### config.mk
export PLATFORM = sky130hd
export DESIGN_NAME = list_mode_char_escaper
export DESIGN_NICKNAME = d
export VERILOG_FILES = /design/src/sv/lmce_pkg.sv /design/src/sv/lmce_front.sv /design/src/sv/lmce_fifo.sv /design/src/sv/lmce_back.sv /design/src/sv/list_mode_char_escaper.sv
export SDC_FILE = /design/constraint.sdc
export NUM_CORES = 1
export LEC_CHECK = 0
export ABC_AREA = 1
export BUFFER_PORTS_ARGS = -buffer_cell sky130_fd_sc_hd__buf_2
export CORE_MARGIN = 3
export CORE_UTILIZATION = 55
export DETAILED_ROUTE_END_ITERATION = 10
export GPL_ROUTABILITY_DRIVEN = 0
export GPL_TIMING_DRIVEN = 0
export PLACE_DENSITY = 0.79
export SLEW_MARGIN = 20
export SYNTH_ARGS = -nofsm -noshare
export SYNTH_HDL_FRONTEND = slang
export SYNTH_HIERARCHICAL = 1
export SYNTH_SLANG_ARGS = --single-unit
export TNS_END_PERCENT = 10
### constraint.sdc
create_clock -name clk -period 4 [get_ports clk]
set_input_delay 0.6 -clock clk [delete_from_list [all_inputs] [get_ports clk]]
set_output_delay 0.6 -clock clk [all_outputs]
set_load 0.02 [all_outputs]
### src/sv/lmce_pkg.sv
package lmce_pkg;

    localparam int LMCE_QUEUE_DEPTH = 2;
    localparam int COL_W = 7;
    localparam int MAX_SEQ = 7;
    localparam int POS_W = 3;

    localparam logic [COL_W-1:0] COL_MAX = 7'd127;
    localparam logic [COL_W-1:0] WRAP_LIMIT_RESET = 7'd66;
    localparam logic [COL_W-1:0] WRAP_RESTART_RESET = 7'd8;

    // register indexes
    localparam logic [0:0] CFG_IDX_WRAP_LIMIT = 1'b0;
    localparam logic [0:0] CFG_IDX_WRAP_RESTART = 1'b1;

    localparam logic [7:0] CH_BS = 8'h08;
    localparam logic [7:0] CH_TAB = 8'h09;
    localparam logic [7:0] CH_NL = 8'h0A;
    localparam logic [7:0] CH_SPACE = 8'h20;
    localparam logic [7:0] CH_ZERO = 8'h30;
    localparam logic [7:0] CH_BSLASH = 8'h5C;
    localparam logic [7:0] CH_LOWER_B = 8'h62;
    localparam logic [7:0] CH_LOWER_N = 8'h6E;
    localparam logic [7:0] CH_LOWER_T = 8'h74;
    localparam logic [7:0] CH_DEL = 8'h7F;
    localparam logic [7:0] CH_CTRL_END = 8'h20;

    typedef enum logic [1:0] {
        KIND_PLAIN,
        KIND_NL_ESC,
        KIND_ESC2,
        KIND_OCTAL
    } kind_t;

    typedef struct packed {
        logic       wrap;
        kind_t      kind;
        logic [7:0] chr;
    } job_t;

endpackage

### src/sv/lmce_front.sv
module lmce_front
    import lmce_pkg::*;
(
    input  logic             clk,
    input  logic             rst_n,
    input  logic             cfg_we,
    input  logic [0:0]       cfg_index,
    input  logic [COL_W-1:0] cfg_wdata,
    input  logic             in_valid,
    output logic             in_ready,
    input  logic [7:0]       char_in,
    input  logic             escape_mode,
    input  logic             column_load,
    input  logic [COL_W-1:0] column_value,
    input  logic             q_full,
    output logic             push,
    output job_t             job
);

    logic [COL_W-1:0] wrap_limit_reg;
    logic [COL_W-1:0] wrap_restart_reg;
    logic [COL_W-1:0] column_reg;
    logic [COL_W-1:0] column_next;
    logic             prev_space_reg;
    logic             prev_space_next;

    logic [COL_W-1:0] col_base;
    logic [COL_W-1:0] col_after_wrap;
    logic [COL_W:0]   col_sum;
    logic [COL_W:0]   col_add;
    logic             is_esc2;
    logic             is_octal;

    assign in_ready = !q_full;
    assign push = in_valid && in_ready;

    assign col_base = column_load ? column_value : column_reg;
    assign is_esc2 = (char_in == CH_BS) || (char_in == CH_TAB) || (char_in == CH_BSLASH);
    assign is_octal = !is_esc2
        && (char_in[7] || (char_in < CH_CTRL_END) || (char_in == CH_DEL));

    always_comb
    begin
        job.chr = char_in;
        job.wrap = 1'b0;
        job.kind = KIND_PLAIN;
        column_next = col_base;
        prev_space_next = (char_in == CH_SPACE);
        col_after_wrap = col_base;
        col_add = (COL_W+1)'(1);
        col_sum = '0;
        if (escape_mode)
        begin
            if (char_in == CH_NL)
            begin
                job.kind = prev_space_reg ? KIND_NL_ESC : KIND_PLAIN;
                prev_space_next = 1'b0;
            end
            else
            begin
                job.wrap = (col_base >= wrap_limit_reg);
                col_after_wrap = job.wrap ? wrap_restart_reg : col_base;
                if (is_esc2)
                begin
                    job.kind = KIND_ESC2;
                    col_add = (COL_W+1)'(2);
                    prev_space_next = 1'b0;
                end
                else if (is_octal)
                begin
                    job.kind = KIND_OCTAL;
                    col_add = (COL_W+1)'(4);
                    prev_space_next = 1'b0;
                end
                col_sum = {1'b0, col_after_wrap} + col_add;
                // saturate at the top column
                column_next = col_sum[COL_W] ? COL_MAX : col_sum[COL_W-1:0];
            end
        end
    end

    always_ff @(posedge clk or negedge rst_n)
    begin
        if (!rst_n)
        begin
            wrap_limit_reg <= WRAP_LIMIT_RESET;
            wrap_restart_reg <= WRAP_RESTART_RESET;
            column_reg <= '0;
            prev_space_reg <= 1'b0;
        end
        else
        begin
            if (cfg_we)
            begin
                case (cfg_index)
                    CFG_IDX_WRAP_LIMIT: wrap_limit_reg <= cfg_wdata;
                    CFG_IDX_WRAP_RESTART: wrap_restart_reg <= cfg_wdata;
                    default: ;
                endcase
            end
            if (push)
            begin
                column_reg <= column_next;
                prev_space_reg <= prev_space_next;
            end
        end
    end

`ifndef SYNTHESIS
    // a printing byte in escape mode always leaves the column above zero
    assert property (@(posedge clk) disable iff (!rst_n)
        (push && escape_mode && (char_in != CH_NL)) |=> (column_reg != '0))
        else $error("column did not advance");
`endif

endmodule

### src/sv/lmce_fifo.sv
module lmce_fifo
    import lmce_pkg::*;
#(
    parameter int DEPTH = LMCE_QUEUE_DEPTH
)
(
    input  logic clk,
    input  logic rst_n,
    input  logic push,
    input  job_t push_job,
    output logic full,
    output logic q_valid,
    output job_t q_job,
    input  logic pop
);

    localparam int PTR_W = (DEPTH > 1) ? $clog2(DEPTH) : 1;
    localparam int CNT_W = $clog2(DEPTH + 1);

    job_t             mem [DEPTH];
    logic [PTR_W-1:0] wr_ptr_reg;
    logic [PTR_W-1:0] rd_ptr_reg;
    logic [CNT_W-1:0] count_reg;

    assign full = (count_reg == CNT_W'(DEPTH));
    assign q_valid = (count_reg != '0);
    assign q_job = mem[rd_ptr_reg];

    always_ff @(posedge clk)
    begin
        if (push)
        begin
            mem[wr_ptr_reg] <= push_job;
        end
    end

    always_ff @(posedge clk or negedge rst_n)
    begin
        if (!rst_n)
        begin
            wr_ptr_reg <= '0;
            rd_ptr_reg <= '0;
            count_reg <= '0;
        end
        else
        begin
            if (push)
            begin
                wr_ptr_reg <= (wr_ptr_reg == PTR_W'(DEPTH - 1)) ? '0 : wr_ptr_reg + 1'b1;
            end
            if (pop)
            begin
                rd_ptr_reg <= (rd_ptr_reg == PTR_W'(DEPTH - 1)) ? '0 : rd_ptr_reg + 1'b1;
            end
            if (push && !pop)
            begin
                count_reg <= count_reg + 1'b1;
            end
            else if (pop && !push)
            begin
                count_reg <= count_reg - 1'b1;
            end
        end
    end

`ifndef SYNTHESIS
    assert property (@(posedge clk) disable iff (!rst_n) push |-> !full)
        else $error("push into full queue");
    assert property (@(posedge clk) disable iff (!rst_n) pop |-> q_valid)
        else $error("pop from empty queue");
`endif

endmodule

### src/sv/lmce_back.sv
module lmce_back
    import lmce_pkg::*;
(
    input  logic       clk,
    input  logic       rst_n,
    input  logic       q_valid,
    input  job_t       q_job,
    output logic       pop,
    output logic       out_valid,
    input  logic       out_ready,
    output logic [7:0] out_byte,
    output logic       last_of_run
);

    logic             out_valid_reg;
    logic [7:0]       out_byte_reg;
    logic             last_reg;
    logic [POS_W-1:0] pos_reg;
    logic [POS_W-1:0] pos_next;

    logic             load;
    logic [POS_W-1:0] wrap_len;
    logic [POS_W-1:0] pre_len;
    logic [POS_W-1:0] rel;
    logic [7:0]       final_byte;
    logic [7:0]       cur_byte;
    logic             cur_last;

    assign out_valid = out_valid_reg;
    assign out_byte = out_byte_reg;
    assign last_of_run = last_reg;

    assign load = !out_valid_reg || out_ready;
    assign wrap_len = q_job.wrap ? POS_W'(3) : POS_W'(0);
    assign rel = pos_reg - wrap_len;

    always_comb
    begin
        case (q_job.kind)
            KIND_NL_ESC: pre_len = POS_W'(2);
            KIND_ESC2: pre_len = POS_W'(1);
            KIND_OCTAL: pre_len = POS_W'(3);
            default: pre_len = POS_W'(0);
        endcase
    end

    always_comb
    begin
        case (q_job.kind)
            KIND_ESC2:
            begin
                if (q_job.chr == CH_BS)
                    final_byte = CH_LOWER_B;
                else if (q_job.chr == CH_TAB)
                    final_byte = CH_LOWER_T;
                else
                    final_byte = CH_BSLASH;
            end
            KIND_OCTAL: final_byte = CH_ZERO | {5'b0, q_job.chr[2:0]};
            default: final_byte = q_job.chr;
        endcase
    end

    // byte at the current position of the run
    always_comb
    begin
        cur_last = 1'b0;
        if (pos_reg < wrap_len)
        begin
            case (pos_reg)
                POS_W'(0): cur_byte = CH_BSLASH;
                POS_W'(1): cur_byte = CH_NL;
                default: cur_byte = CH_TAB;
            endcase
        end
        else if (rel < pre_len)
        begin
            if (rel == '0)
                cur_byte = CH_BSLASH;
            else if (q_job.kind == KIND_NL_ESC)
                cur_byte = CH_LOWER_N;
            else if (rel == POS_W'(1))
                cur_byte = CH_ZERO | {6'b0, q_job.chr[7:6]};
            else
                cur_byte = CH_ZERO | {5'b0, q_job.chr[5:3]};
        end
        else
        begin
            cur_byte = final_byte;
            cur_last = 1'b1;
        end
    end

    assign pop = q_valid && load && cur_last;
    assign pos_next = pop ? '0 : pos_reg + 1'b1;

    always_ff @(posedge clk or negedge rst_n)
    begin
        if (!rst_n)
        begin
            out_valid_reg <= 1'b0;
            last_reg <= 1'b0;
            pos_reg <= '0;
        end
        else if (load)
        begin
            out_valid_reg <= q_valid;
            if (q_valid)
            begin
                last_reg <= cur_last;
                pos_reg <= pos_next;
            end
        end
    end

    always_ff @(posedge clk)
    begin
        if (load && q_valid)
        begin
            out_byte_reg <= cur_byte;
        end
    end

`ifndef SYNTHESIS
    // mid-run means the job is still at the queue head
    assert property (@(posedge clk) disable iff (!rst_n) (pos_reg != '0) |-> q_valid)
        else $error("run position without job");
    assert property (@(posedge clk) disable iff (!rst_n)
        (pos_reg != '0) |-> (out_valid_reg && !last_reg))
        else $error("run position out of step with output");
    assert property (@(posedge clk) disable iff (!rst_n) pos_reg < POS_W'(MAX_SEQ))
        else $error("run longer than longest sequence");
`endif

endmodule

### src/sv/list_mode_char_escaper.sv
// channel   signals                                         handshake
// -------   ---------------------------------------------   ---------------------
// in        char_in, escape_mode, column_load, column_value  in_valid / in_ready
// out       out_byte, last_of_run                           out_valid / out_ready
// cfg       cfg_index, cfg_wdata                            cfg_we, no wait
//
// an item that yields one byte goes through every cycle while out_ready is high;
// an item of n bytes (1 to 7) holds the output serializer, one byte a cycle while
// out_ready is high; accepted items pass the job queue, then the output register
// reset clears column, space flag, queue and output; wrap registers go to 66 and 8
// in_ready drops only when the job queue is full; out_ready low holds the byte
module list_mode_char_escaper
    import lmce_pkg::*;
#(
    parameter int QUEUE_DEPTH = LMCE_QUEUE_DEPTH
)
(
    input  logic             clk,
    input  logic             rst_n,
    input  logic             cfg_we,
    input  logic [0:0]       cfg_index,
    input  logic [COL_W-1:0] cfg_wdata,
    input  logic             in_valid,
    output logic             in_ready,
    input  logic [7:0]       char_in,
    input  logic             escape_mode,
    input  logic             column_load,
    input  logic [COL_W-1:0] column_value,
    output logic             out_valid,
    input  logic             out_ready,
    output logic [7:0]       out_byte,
    output logic             last_of_run
);

    logic push;
    logic pop;
    logic q_full;
    logic q_valid;
    job_t push_job;
    job_t q_job;

    lmce_front u_front (
        .clk          (clk),
        .rst_n        (rst_n),
        .cfg_we       (cfg_we),
        .cfg_index    (cfg_index),
        .cfg_wdata    (cfg_wdata),
        .in_valid     (in_valid),
        .in_ready     (in_ready),
        .char_in      (char_in),
        .escape_mode  (escape_mode),
        .column_load  (column_load),
        .column_value (column_value),
        .q_full       (q_full),
        .push         (push),
        .job          (push_job)
    );

    lmce_fifo #(
        .DEPTH (QUEUE_DEPTH)
    ) u_fifo (
        .clk      (clk),
        .rst_n    (rst_n),
        .push     (push),
        .push_job (push_job),
        .full     (q_full),
        .q_valid  (q_valid),
        .q_job    (q_job),
        .pop      (pop)
    );

    lmce_back u_back (
        .clk         (clk),
        .rst_n       (rst_n),
        .q_valid     (q_valid),
        .q_job       (q_job),
        .pop         (pop),
        .out_valid   (out_valid),
        .out_ready   (out_ready),
        .out_byte    (out_byte),
        .last_of_run (last_of_run)
    );

endmodule
==> key figures <==
Final layout
  – Area Growth Syn to Fin: 14.0%
  – Nets: 544
  – Filler cells: 543
  – Diodes inserted: 0
  – Area occupied by multi-input gates: 1720 um^2
  – Register area: between 1500 and 2000 um^2
  – Ratio of cells with drive above 1 in the final layout: 0.234
  – Number of flip-flops in the largest register: 22

Critical path
  – Buf/Inv on CP: 4
  – Worst setup path class: in2reg
  – Most frequent CP cell: nand2_1
  – Crit end category: flop
  – Worst EP arrival: approximately 3.8 ns
  – Top cell family by delay on the critical path: simple AND/OR/NAND/NOR gates
  – Critical Path Source Type: primary input
  – Crit Path Max Fanout: 10
  – CP peak stage delay: roughly 0.4 ns
  – CP required: about 4.2 ns
  – Crit-path slowest cell: o21ai_0
  – Critical-path cell list: buf_2, buf_6, o21ai_0, inv_1, ha_1, a21oi_1, nand2_1, nand2_2, nand2_4, o21ai_0, ha_1, inv_1, fa_1, nor2_1, nor2_1, nor2_2, nand2_1, nand2_1, nand2_1, o21bai_2, nand2_1

Pwr
  – PwrDens: approximately 790 nW/um^2
  – Total power: 0.00340 W
  – Worst IR Drop VDD: 0.314 mV
  – Leak pwr: ~2.2 nW

Floorplan
  – Core area: 6530 um^2
  – Initial Util: 0.580
  – Die area: 7930 um^2
  – Die Height: between 80 and 90 um
  – Top-Level Pins: 41
  – Die width: slightly below 90 um
  – Core Rows: 29

Synthesis
  – Post-synth top cells: nand2_1 (115), inv_1 (75), edfxtp_1 (30)
  – EDFF count, synth: 30
  – Synth cell types: 36
  – Leading area contributor after synthesis: edfxtp_1
  – Mapped Nets: 493
  – Seq cells post-synth: between 60 and 70
  – Netlist Area Pre-Place: 3790 um^2
  – Most common cell in the netlist: nand2_1
  – Sequential share of the synthesized area: 0.443
  – Area contributors post-synth: edfxtp_1 (24%), dfrtp_1 (18%), nand2_1 (11%)
  – Top cell type's share of synthesized area: 0.238
  – Yosys warns: 6
  – Avg Inst Size Synth: roughly 8.5 um^2
  – Ys async rst share: 0.508
  – Cells after Synth: 444
  – Top FF cell, synth: edfxtp_1

GRT
  – Global-route wire length before repair: 12,600 um
  – Antenna violations before repair: 0
  – Total gr overflow: 0
  – Largest net degree at the start of global routing: 32
  – Global Route Usage Sum: 0.209
  – Vias in the first global route: 2,895

Timing
  – Slew Limit Fails: 0
  – FMAX: 284 MHz
  – Post-Route Setup TNS: 0 ns
  – Min Tclk post-route: 3.52 ns
  – Final setup fails: 0
  – Setup Skew: 0.00422 ns
  – Unrepaired setup endpoints after global routing: false
  – Fin crit share: 0.881
  – Relative slew slack: 0.388
  – Slew at the pin closest to its max-slew limit: 0.915 ns
  – Hold Vio Cnt, Final: 0

Drt
  – Detailed-route DRC error count: 0
  – Detail Route Antenna Nets: 0
  – Via/cell ratio: just over 5
  – Drt first pass iters: 4
  – Starting DRT DRC Count: 139
  – Wire per inst: ~13 um
  – Via count: around 3,000
  – Routed WL: 7390 um

Clock tree
  – Skew-Pair Late Insertion Delay: around 0.34 ns
  – Clock Sinks: 61
  – CTS root buf: clkbuf_8
  – Post-CTS setup buffer count: 0
  – # resized after CTS: 0
  – Clock H-tree levels: 3
  – Total CTS buffers: 9
  – Max Root-Sink Buffers: 2
  – TritonCTS clock tree: yes
  – CTS clock-pin slew for the worst setup and hold paths: 0.07 ns
  – Cts hold-fix bufs: 0

Place
  – Port Buf Inserts: 40
  – Post-DP HPWL: ~5500 um

Worst hold path
  – Worst Hold Class: in2async

Run status
  – Run status: complete, no violations

Job
  – Maxcap violations: 0
==> power by group <==
group          leakage, nW  internal, W  total (W)  switching, W
Combinational         1.43     0.000634    0.00176       0.00113
Sequential           0.657     0.000914    0.00100     0.0000885
Clock                0.115     0.000389   0.000637      0.000248
==> stage by stage <==
step | utilization | hold slack, ns | instances | setup slack [ns] | instance area, um^2
global route | 0.662 | 0.356 | 577 | 0.0723 | 4320
global placement | 0.626 | 0.454 | 561 | 0.274 | 4090
detailed placement | 0.626 | 0.459 | 561 | 0.137 | 4090
floorplan | - | 0.304 | 444 | 0.826 | 3790
CTS | 0.662 | 0.329 | 577 | 0.499 | 4320
finish | 0.662 | 0.312 | 577 | 0.477 | 4320
==> routing by layer <==
metal | vias to the layer above | part of all wire | GRT usage | wire length [um]
li1 | 1504 | - | - | -
met4 | 0 | 0.024 | 0.0947 | 178
met1 | 1356 | 0.42 | 0.238 | 3090
met3 | 20 | 0.040 | 0.0479 | 296
met2 | 75 | 0.52 | 0.372 | 3830
met5 | - | 0 | 0 | 0
==> layout by cell type (no fill, tap or decap), types with 3 or more instances in the layout <==
| master | count |
|---|---|
| inv_2 | 5 |
| ha_1 | 17 |
| nand3_2 | 3 |
| inv_1 | 75 |
| o21ai_0 | 29 |
| dfstp_2 | 3 |
| nand3_1 | 22 |
| nand2_2 | 14 |
| nand2_1 | 115 |
| o21ai_1 | 7 |
| a21oi_1 | 13 |
| dfrtp_1 | 28 |
| edfxtp_1 | 30 |
| mux2_4 | 9 |
| xor2_1 | 3 |
| nor3_1 | 5 |
| buf_4 | 8 |
| nor2_1 | 21 |
| nor2_2 | 4 |
| clkbuf_8 | 9 |
| nand2_4 | 6 |
| xnor2_1 | 3 |
| clkbuf_1 | 4 |
| nand4_1 | 3 |
| buf_2 | 40 |
==> final timing paths <==
| path | startpoint | end | slack (ns) | cells past startpoint |
|---|---|---|---|---|
| setup / recovery | column_load | u_front/column_reg[6] | 0.48 | 21 |
| hold / removal | rst_n | u_front/prev_space_reg | 0.31 | 1 |
| setup reg to reg | u_front/column_reg[2] | u_front/column_reg[6] | 0.63 | 19 |
| hold reg to reg | u_fifo/count_reg[1] | u_fifo/count_reg[1] | 0.48 | 2 |
| max in group asynchronous | rst_n | u_front/wrap_limit_reg[0] | 3.22 | 1 |
| min in group clk | u_fifo/count_reg[1] | u_fifo/count_reg[1] | 0.48 | 2 |
==> cell type report <==
class                   count  share of cell area
multi-input cells         290               0.397
well taps                  77              0.0223
clock buffers              11              0.0353
inverters                  80              0.0695
clock inverters             5              0.0188
repair buffers             40              0.0463
plain buffers              13              0.0217
flip-flops and latches     61               0.389
==> kinds of logic (layout without fill, tap and decap cells) <==
logic type,after synthesis,in the layout,share of synthesized area
AO/OA/AOI/OAI,56,56,0.0851
buffers and inverters,93,149,0.104
XOR/XNOR,6,6,0.0139
adder cells (fa/ha/maj),19,19,0.0667
flip-flops,61,61,0.443
multiplexers,12,12,0.0442
AND/OR/NAND/NOR,197,197,0.243
Power figures use the tool's default switching activity.
